### src/hdl/gdo_pkg.sv
package gdo_pkg;

    // Only the low OFF_W bits of offset_days are used: OFFSET_BITS, at most 16.
    localparam int OFFSET_BITS = 16;
    localparam int OFF_W       = (OFFSET_BITS < 16) ? OFFSET_BITS : 16;
    // Day count since 0001-01-01, wide enough for the last date plus an offset.
    localparam int SER_W       = (OFFSET_BITS > 21) ? OFFSET_BITS + 1 : 22;

    localparam logic [13:0] YEAR_MAX = 14'd9999;

    localparam logic [SER_W-1:0] DAYS_400 = SER_W'(146097);
    localparam logic [SER_W-1:0] DAYS_100 = SER_W'(36524);
    localparam logic [SER_W-1:0] DAYS_4   = SER_W'(1461);
    localparam logic [SER_W-1:0] DAYS_1   = SER_W'(365);
    // Count of 9999-12-31, plus one.
    localparam logic [SER_W-1:0] SER_END  = SER_W'(3652059);

    typedef enum logic
    {
        REQ_ADD = 1'b0,
        REQ_SUB = 1'b1
    } req_kind_t;

    typedef struct packed
    {
        logic        req_type;
        logic [13:0] in_year;
        logic [3:0]  in_month;
        logic [4:0]  in_day;
        logic [15:0] offset_days;
    } req_item_t;

    typedef struct packed
    {
        logic [13:0] out_year;
        logic [3:0]  out_month;
        logic [4:0]  out_day;
        logic        error;
    } rsp_item_t;

    function automatic logic [4:0] month_len(input logic [3:0] m, input logic leap);
        logic [4:0] len;
        begin
            unique case (m)
                4'd1, 4'd3, 4'd5, 4'd7, 4'd8, 4'd10, 4'd12: len = 5'd31;
                4'd4, 4'd6, 4'd9, 4'd11:                    len = 5'd30;
                4'd2:                                       len = leap ? 5'd29 : 5'd28;
                default:                                    len = 5'd0;
            endcase
            return len;
        end
    endfunction

endpackage

### src/hdl/gdo_alu.sv
module gdo_alu
(
    input  logic [gdo_pkg::SER_W-1:0] a,
    input  logic [gdo_pkg::SER_W-1:0] b,
    input  logic                      sub,
    output logic [gdo_pkg::SER_W-1:0] y,
    output logic                      carry
);

    logic [gdo_pkg::SER_W:0] ext;

    // On subtract, carry is the borrow: set when b > a.
    always_comb
    begin
        if (sub)
        begin
            ext = {1'b0, a} - {1'b0, b};
        end
        else
        begin
            ext = {1'b0, a} + {1'b0, b};
        end
    end

    assign y     = ext[gdo_pkg::SER_W-1:0];
    assign carry = ext[gdo_pkg::SER_W];

endmodule

### src/hdl/gregorian_date_offset_top.sv
// channel  | valid     | ready     | payload
// request  | req_valid | req_ready | req (gdo_pkg::req_item_t)
// response | rsp_valid | rsp_ready | rsp (gdo_pkg::rsp_item_t)
//
// Each item runs through a state sequence from acceptance to rsp_valid: the date is turned into a
// day count and back by repeated add/subtract of 400-, 100-, 4- and 1-year spans and month
// lengths through one shared adder; the 400-year and 4-year loops set most of the run time.
// A bad year or month goes straight from acceptance to ST_DONE, a bad day from the day check.
// req_ready is high only when idle, so a stalled response stalls the input.
// rst_n clears the sequencer and the response valid; rsp holds while stalled.
module gregorian_date_offset_top
(
    input  logic                clk,
    input  logic                rst_n,
    input  logic                req_valid,
    output logic                req_ready,
    input  gdo_pkg::req_item_t  req,
    output logic                rsp_valid,
    input  logic                rsp_ready,
    output gdo_pkg::rsp_item_t  rsp
);

    localparam int SW = gdo_pkg::SER_W;

    typedef enum logic [14:0]
    {
        ST_IDLE  = 15'b000000000000001,
        ST_T400  = 15'b000000000000010,
        ST_T100  = 15'b000000000000100,
        ST_T4    = 15'b000000000001000,
        ST_T1    = 15'b000000000010000,
        ST_VCHK  = 15'b000000000100000,
        ST_TMON  = 15'b000000001000000,
        ST_APPLY = 15'b000000010000000,
        ST_RCHK  = 15'b000000100000000,
        ST_R400  = 15'b000001000000000,
        ST_R100  = 15'b000010000000000,
        ST_R4    = 15'b000100000000000,
        ST_R1    = 15'b001000000000000,
        ST_RMON  = 15'b010000000000000,
        ST_DONE  = 15'b100000000000000
    } state_t;

    state_t                   state_reg, state_next;
    logic                     sub_reg, sub_next;
    logic [3:0]               mon_in_reg, mon_in_next;
    logic [4:0]               day_in_reg, day_in_next;
    logic [gdo_pkg::OFF_W-1:0] off_reg, off_next;
    logic [13:0]              p_reg, p_next;
    logic [13:0]              yr_reg, yr_next;
    logic [SW-1:0]            acc_reg, acc_next;
    logic [4:0]               cnt_reg, cnt_next;
    logic                     b3_reg, b3_next;
    logic                     leap_reg, leap_next;
    logic [3:0]               mon_reg, mon_next;
    logic                     err_reg, err_next;
    logic                     borrow_reg, borrow_next;
    logic                     rsp_valid_reg, rsp_valid_next;
    gdo_pkg::rsp_item_t       rsp_reg, rsp_next;

    logic [SW-1:0]            alu_b;
    logic                     alu_sub;
    logic [SW-1:0]            alu_y;
    logic                     alu_c;
    logic [4:0]               cur_len;
    logic                     req_fire;

    gdo_alu u_alu
    (
        .a     (acc_reg),
        .b     (alu_b),
        .sub   (alu_sub),
        .y     (alu_y),
        .carry (alu_c)
    );

    assign req_ready = (state_reg == ST_IDLE);
    assign req_fire  = req_valid && req_ready;
    assign rsp_valid = rsp_valid_reg;
    assign rsp       = rsp_reg;
    assign cur_len   = gdo_pkg::month_len(mon_reg, leap_reg);

    // Operand select for the shared adder.
    always_comb
    begin
        alu_b   = '0;
        alu_sub = 1'b0;
        unique case (state_reg)
            ST_T400:  alu_b = gdo_pkg::DAYS_400;
            ST_T100:  alu_b = gdo_pkg::DAYS_100;
            ST_T4:    alu_b = gdo_pkg::DAYS_4;
            ST_T1:    alu_b = gdo_pkg::DAYS_1;
            ST_TMON:
            begin
                if (mon_reg < mon_in_reg)
                begin
                    alu_b = SW'(cur_len);
                end
                else
                begin
                    alu_b = SW'(day_in_reg - 5'd1);
                end
            end
            ST_APPLY:
            begin
                alu_b   = SW'(off_reg);
                alu_sub = (sub_reg == gdo_pkg::REQ_SUB);
            end
            ST_RCHK:
            begin
                alu_b   = gdo_pkg::SER_END;
                alu_sub = 1'b1;
            end
            ST_R400:
            begin
                alu_b   = gdo_pkg::DAYS_400;
                alu_sub = 1'b1;
            end
            ST_R100:
            begin
                alu_b   = gdo_pkg::DAYS_100;
                alu_sub = 1'b1;
            end
            ST_R4:
            begin
                alu_b   = gdo_pkg::DAYS_4;
                alu_sub = 1'b1;
            end
            ST_R1:
            begin
                alu_b   = gdo_pkg::DAYS_1;
                alu_sub = 1'b1;
            end
            ST_RMON:
            begin
                alu_b   = SW'(cur_len);
                alu_sub = 1'b1;
            end
            ST_IDLE, ST_VCHK, ST_DONE:
            begin
                alu_b   = '0;
                alu_sub = 1'b0;
            end
            default:
            begin
                alu_b   = '0;
                alu_sub = 1'b0;
            end
        endcase
    end

    always_comb
    begin
        state_next     = state_reg;
        sub_next       = sub_reg;
        mon_in_next    = mon_in_reg;
        day_in_next    = day_in_reg;
        off_next       = off_reg;
        p_next         = p_reg;
        yr_next        = yr_reg;
        acc_next       = acc_reg;
        cnt_next       = cnt_reg;
        b3_next        = b3_reg;
        leap_next      = leap_reg;
        mon_next       = mon_reg;
        err_next       = err_reg;
        borrow_next    = borrow_reg;
        rsp_valid_next = rsp_valid_reg;
        rsp_next       = rsp_reg;

        if (rsp_valid_reg && rsp_ready)
        begin
            rsp_valid_next = 1'b0;
        end

        unique case (state_reg)
            ST_IDLE:
            begin
                if (req_fire)
                begin
                    sub_next    = req.req_type;
                    mon_in_next = req.in_month;
                    day_in_next = req.in_day;
                    off_next    = req.offset_days[gdo_pkg::OFF_W-1:0];
                    p_next      = req.in_year - 14'd1;
                    acc_next    = '0;
                    cnt_next    = '0;
                    err_next    = 1'b0;
                    if (req.in_year == 14'd0 || req.in_year > gdo_pkg::YEAR_MAX ||
                        req.in_month == 4'd0 || req.in_month > 4'd12)
                    begin
                        err_next   = 1'b1;
                        state_next = ST_DONE;
                    end
                    else
                    begin
                        state_next = ST_T400;
                    end
                end
            end
            ST_T400:
            begin
                if (p_reg >= 14'd400)
                begin
                    p_next   = p_reg - 14'd400;
                    acc_next = alu_y;
                end
                else
                begin
                    state_next = ST_T100;
                end
            end
            ST_T100:
            begin
                if (p_reg >= 14'd100)
                begin
                    p_next   = p_reg - 14'd100;
                    acc_next = alu_y;
                    cnt_next = cnt_reg + 5'd1;
                end
                else
                begin
                    b3_next    = (cnt_reg == 5'd3);
                    cnt_next   = '0;
                    state_next = ST_T4;
                end
            end
            ST_T4:
            begin
                if (p_reg >= 14'd4)
                begin
                    p_next   = p_reg - 14'd4;
                    acc_next = alu_y;
                    cnt_next = cnt_reg + 5'd1;
                end
                else
                begin
                    // Leap when the year is 4k and not a plain century.
                    leap_next  = (p_reg == 14'd3) && ((cnt_reg != 5'd24) || b3_reg);
                    state_next = ST_T1;
                end
            end
            ST_T1:
            begin
                if (p_reg != 14'd0)
                begin
                    p_next   = p_reg - 14'd1;
                    acc_next = alu_y;
                end
                else
                begin
                    state_next = ST_VCHK;
                end
            end
            ST_VCHK:
            begin
                mon_next = 4'd1;
                if (day_in_reg == 5'd0 ||
                    day_in_reg > gdo_pkg::month_len(mon_in_reg, leap_reg))
                begin
                    err_next   = 1'b1;
                    state_next = ST_DONE;
                end
                else
                begin
                    state_next = ST_TMON;
                end
            end
            ST_TMON:
            begin
                acc_next = alu_y;
                if (mon_reg < mon_in_reg)
                begin
                    mon_next = mon_reg + 4'd1;
                end
                else
                begin
                    state_next = ST_APPLY;
                end
            end
            ST_APPLY:
            begin
                acc_next    = alu_y;
                borrow_next = (sub_reg == gdo_pkg::REQ_SUB) && alu_c;
                state_next  = ST_RCHK;
            end
            ST_RCHK:
            begin
                // Drop results before year 1 or past 9999-12-31.
                if (borrow_reg || !alu_c)
                begin
                    err_next   = 1'b1;
                    state_next = ST_DONE;
                end
                else
                begin
                    yr_next    = 14'd1;
                    cnt_next   = '0;
                    state_next = ST_R400;
                end
            end
            ST_R400:
            begin
                if (!alu_c)
                begin
                    acc_next = alu_y;
                    yr_next  = yr_reg + 14'd400;
                end
                else
                begin
                    state_next = ST_R100;
                end
            end
            ST_R100:
            begin
                if (!alu_c && cnt_reg < 5'd3)
                begin
                    acc_next = alu_y;
                    yr_next  = yr_reg + 14'd100;
                    cnt_next = cnt_reg + 5'd1;
                end
                else
                begin
                    b3_next    = (cnt_reg == 5'd3);
                    cnt_next   = '0;
                    state_next = ST_R4;
                end
            end
            ST_R4:
            begin
                if (!alu_c)
                begin
                    acc_next = alu_y;
                    yr_next  = yr_reg + 14'd4;
                    cnt_next = cnt_reg + 5'd1;
                end
                else
                begin
                    // Hold the plain-century mark in leap for the last step.
                    leap_next  = (cnt_reg != 5'd24) || b3_reg;
                    cnt_next   = '0;
                    state_next = ST_R1;
                end
            end
            ST_R1:
            begin
                if (!alu_c && cnt_reg < 5'd3)
                begin
                    acc_next = alu_y;
                    yr_next  = yr_reg + 14'd1;
                    cnt_next = cnt_reg + 5'd1;
                end
                else
                begin
                    leap_next  = (cnt_reg == 5'd3) && leap_reg;
                    mon_next   = 4'd1;
                    state_next = ST_RMON;
                end
            end
            ST_RMON:
            begin
                if (!alu_c && mon_reg < 4'd12)
                begin
                    acc_next = alu_y;
                    mon_next = mon_reg + 4'd1;
                end
                else
                begin
                    state_next = ST_DONE;
                end
            end
            ST_DONE:
            begin
                if (!rsp_valid_reg || rsp_ready)
                begin
                    rsp_valid_next = 1'b1;
                    if (err_reg)
                    begin
                        rsp_next = '{out_year: 14'd0, out_month: 4'd0, out_day: 5'd0,
                                     error: 1'b1};
                    end
                    else
                    begin
                        rsp_next = '{out_year: yr_reg, out_month: mon_reg,
                                     out_day: acc_reg[4:0] + 5'd1, error: 1'b0};
                    end
                    state_next = ST_IDLE;
                end
            end
            default:
            begin
                state_next = ST_IDLE;
            end
        endcase
    end

    always_ff @(posedge clk or negedge rst_n)
    begin
        if (!rst_n)
        begin
            state_reg     <= ST_IDLE;
            rsp_valid_reg <= 1'b0;
        end
        else
        begin
            state_reg     <= state_next;
            rsp_valid_reg <= rsp_valid_next;
        end
    end

    always_ff @(posedge clk)
    begin
        sub_reg    <= sub_next;
        mon_in_reg <= mon_in_next;
        day_in_reg <= day_in_next;
        off_reg    <= off_next;
        p_reg      <= p_next;
        yr_reg     <= yr_next;
        acc_reg    <= acc_next;
        cnt_reg    <= cnt_next;
        b3_reg     <= b3_next;
        leap_reg   <= leap_next;
        mon_reg    <= mon_next;
        err_reg    <= err_next;
        borrow_reg <= borrow_next;
        rsp_reg    <= rsp_next;
    end

endmodule

### config.mk
export PLATFORM = sky130hd
export DESIGN_NAME = gregorian_date_offset_top
export DESIGN_NICKNAME = d
export VERILOG_FILES = /design/src/hdl/gdo_pkg.sv /design/src/hdl/gdo_alu.sv /design/src/hdl/gregorian_date_offset_top.sv
export SDC_FILE = /design/constraint.sdc
export NUM_CORES = 1
export LEC_CHECK = 0
export BUFFER_PORTS_ARGS = -buffer_cell sky130_fd_sc_hd__buf_4
export CORE_ASPECT_RATIO = 0.75
export CORE_MARGIN = 10
export CORE_UTILIZATION = 62
export DETAILED_ROUTE_END_ITERATION = 16
export GPL_TIMING_DRIVEN = 1
export PLACE_DENSITY = 0.83
export SETUP_SLACK_MARGIN = 0.2
export SYNTH_ARGS = -nofsm -noshare
export SYNTH_HDL_FRONTEND = slang
export SYNTH_SLANG_ARGS = --single-unit
### constraint.sdc
create_clock -name clk -period 10.25 [get_ports clk]
set_input_delay 0.5125 -clock clk [delete_from_list [all_inputs] [get_ports clk]]
set_output_delay 0.5125 -clock clk [all_outputs]
set_load 0.02 [all_outputs]
==> impl_metrics.csv <==
group,metric,value,unit
detailed_routing,vias,9138,
setup_path,critical_path_class,"flop to flop",
detailed_routing,dr.pass1.iters,7,
detailed_routing,avgRoutedWirePerCell,20.5,µm
detailed_routing,wirelength,27.9,mm
layout,n_antenna_cell,0,
layout,largest_register_ffs,24,
setup_path,critPathArrivalTime,7.68,ns
layout,syn2layout_area_growth,12.2,%
cts,cts_inserted_buffers,17,
detailed_routing,wl_met1,12.3,mm
detailed_routing,routed.top_layer,"met4",
place,placedCellCount,1329,
sta,layout_min_cycle_time,7.63,ns
sta,fmax,0.131,GHz
detailed_routing,wl_met3,3.64,mm
grt,grt_use_total,0.259,
cts,h-tree-depth,4,
cts,clkTransAtPathRegs,0.06,ns
detailed_routing,ant_nets,0,
place,placedInstanceArea,10400,µm²
logic_synthesis,netlist_area,9760,µm²
detailed_routing,dr.first_iter.drc_count,1390,
detailed_routing,wl_met2,11.3,mm
setup_path,reg2regPathDepth,21,
setup_path,crit_chain,"or4_1 -> nor4_1 -> nand2_1 -> o221ai_1 -> inv_1 -> ha_1 -> inv_1 -> nor3_1 -> and2_1 -> a31oi_1 -> xnor2_1 -> ha_1 -> or4_1 -> o211ai_1 -> o21ai_0 -> a21oi_1 -> o211ai_1 -> nand2b_1 -> a21oi_1 -> o21ai_0 -> nor2_1",
setup_path,cp_num_buf_inv,2,
floorplan,start_util,0.637,
run_status,status,"complete, no violations",
detailed_routing,post-route-drc-count,0,
layout,final_cell_mix,"edfxtp_1 (113), nand2_1 (108), nor2_1 (101)",
floorplan,io_pins,70,
logic_synthesis,ys_seq_area_frac,0.389,
sta,fin_setup_tns,0,ns
grt,antenna_found_initial,0,
layout,final_common_cell,"edfxtp_1",
sta,finalHoldViolCount,0,
sta,worstMarginPinSlew,1.24,ns
job,maxCapViolCount,0,
floorplan,core_area,15300,µm²
layout,fillCellCount,1193,
cts,clockBufferDepth,2,
grt,grt_pass1_wl,43.9,mm
logic_synthesis,syn_area_per_cell,8.90,µm²
setup_path,rrSetupSlack,2.62,ns
layout,fin_area,11000,µm²
logic_synthesis,synth_edf_count,113,
place,gp_congestion,0.983,
layout,nets,1240,
floorplan,rows,39,
setup_path,path_depth,21,
logic_synthesis,synth_seq_cells,129,
power,p_per_area,287,nW/µm²
grt,grt-ovfl-total,0,
detailed_routing,via_per_inst,6.71,
cts,cts.sink_count,129,
setup_path,timing.rr.end,"yr_reg[13]",
sta,holdWs,0.246,ns
sta,drv_slew,0,
setup_path,cp-start-kind,"flop",
setup_path,crit_end,"yr_reg[13]",
sta,setup_viol,0,
logic_synthesis,synthCells,1096,
setup_path,startpoint,"state_reg[1]",
setup_path,slowest_stage,"or4_1",
grt,grt_max_degree,27,
place,portBuffers,69,
setup_path,cp_max_fo,15,
place,hpwl,20.7,mm
setup_path,crit_path_max_incr_delay,0.85,ns
layout,fin_cells,1362,
min_path,hp-class,"primary input to flop",
logic_synthesis,yosysWarnings,0,
floorplan,die_height,129,µm
setup_path,required,10.30,ns
logic_synthesis,postSynth.asyncResetShare,0.124,
setup_path,cp-end-kind,"flop",
cts,cts_tree,"yes",
sta,relSlewSlack,0.172,
min_path,hold_depth,1,
power,vdd_drop_max,0.171,mV
floorplan,dieArea,21200,µm²
sta,fin_ws,2.62,ns
setup_path,r2r_start,"state_reg[1]",
cts,clkLatencyLatePin,0.44,ns
sta,grt_setup_unrepaired,"no",
logic_synthesis,ys_types,78,
sta,post-route-period-util,0.744,
power,total_leakage_power,0.00441,µW
floorplan,fp.dieW,165,µm
logic_synthesis,synthesis.nets,1192,
logic_synthesis,yosys_most_used_dff,"edfxtp_1",
cts,root_buffer,"clkbuf_16",
setup_path,path_delay_family,"simple AND/OR/NAND/NOR gates",
sta,fin_skew,0.0159,ns
grt,first_global_vias,8257,
place,dpl_worst_slack,2.76,ns
layout,drive_gt1_frac,0.127,
worst min-delay path by stage:
stage	startpoint	endpoint	slack [ns]
global route	req[19]	day_in_reg[3]	0.24
global placement	rst_n	state_reg[2]	0.39
floorplan	rst_n	rsp_valid	0.22
detailed placement	rst_n	state_reg[3]	0.40
finish	req[9]	off_reg[9]	0.25
CTS	req[9]	off_reg[9]	0.25
worst reg2reg max path: cells and delay by family (launching register included):
| family | cells | cell delay, ns |
|---|---|---|
| adder cells (fa/ha/maj) | 2 | 0.47 |
| AO/OA/AOI/OAI | 8 | 2.25 |
| flip-flops | 1 | 0.47 |
| AND/OR/NAND/NOR | 8 | 3.73 |
| buffers and inverters | 2 | 0.18 |
| XOR/XNOR | 1 | 0.12 |
power by group:
group	leakage (µW)	internal (µW)	switching, µW
sequential	0.00127	776	145
clock	0.000259	310	253
combinational	0.00288	644	1010
total	0.00441	1730	1410
through the flow:
| step | util | power, µW |
|---|---|---|
| floorplan | - | 2140 |
| global placement | 0.679 | 2480 |
| detailed placement | 0.679 | 2520 |
| CTS | 0.715 | 3100 |
| global route | 0.715 | 3360 |
| finish | 0.715 | 3140 |
Yosys cell counts, types with 9 or more instances:
cell / n / area share
nand4_1: 14 / 0.0090
clkbuf_1: 36 / 0.014
or4_1: 12 / 0.0092
nand2b_1: 14 / 0.0090
buf_2: 10 / 0.0051
ha_1: 51 / 0.065
a211oi_1: 12 / 0.0092
o211ai_1: 9 / 0.0069
dfrtp_1: 15 / 0.038
edfxtp_1: 113 / 0.35
a21oi_1: 70 / 0.036
and3_1: 17 / 0.011
o21ai_0: 77 / 0.039
nor2b_1: 30 / 0.019
xor2_1: 35 / 0.031
xnor2_1: 36 / 0.032
nor4_1: 23 / 0.015
nand2_1: 108 / 0.042
a22oi_1: 9 / 0.0069
nor2_1: 101 / 0.039
o22ai_1: 14 / 0.0090
a31oi_1: 13 / 0.0083
nand3_1: 45 / 0.023
inv_1: 33 / 0.013
mux2i_1: 9 / 0.0092
nor3_1: 41 / 0.021
a21o_1: 13 / 0.010
and2_1: 14 / 0.0090
routing by layer:
layer / global-route usage / vias up
li1: - / 4196
met1: 0.388 / 4278
met2: 0.351 / 585
met3: 0.0707 / 79
met4: 0.0785 / 0
met5: 0 / -
cell families (layout without fill, tap and decap cells):
kind of cell    after synthesis  after routing  share of synthesized area
simple gates                470            470                      0.252
compound gates              277            277                      0.178
flops                       129            129                      0.389
buf+inv                      83            144                     0.0344
xor+xnor                     71             71                     0.0637
fa+ha+maj                    52             52                     0.0675
mux                          14             14                     0.0150
area by class of cell:
class	count	area [µm²]	share of cell area
Clock inverter	15	110	0.0101
Multi-Input combinational cell	884	5650	0.516
Inverter	34	128	0.0117
Timing Repair Buffer	78	588	0.0537
Clock buffer	17	425	0.0388
Tap cell	205	256	0.0234
Sequential cell	129	3790	0.347
timing repair:
item | in CTS | in global routing
resized for setup | 0 | 0
setup buffers | 0 | 0
hold buffers | 1 | 0
endpoints found under the hold margin | 15 | 0
Note: power is estimated with default switching activity, not from simulation.
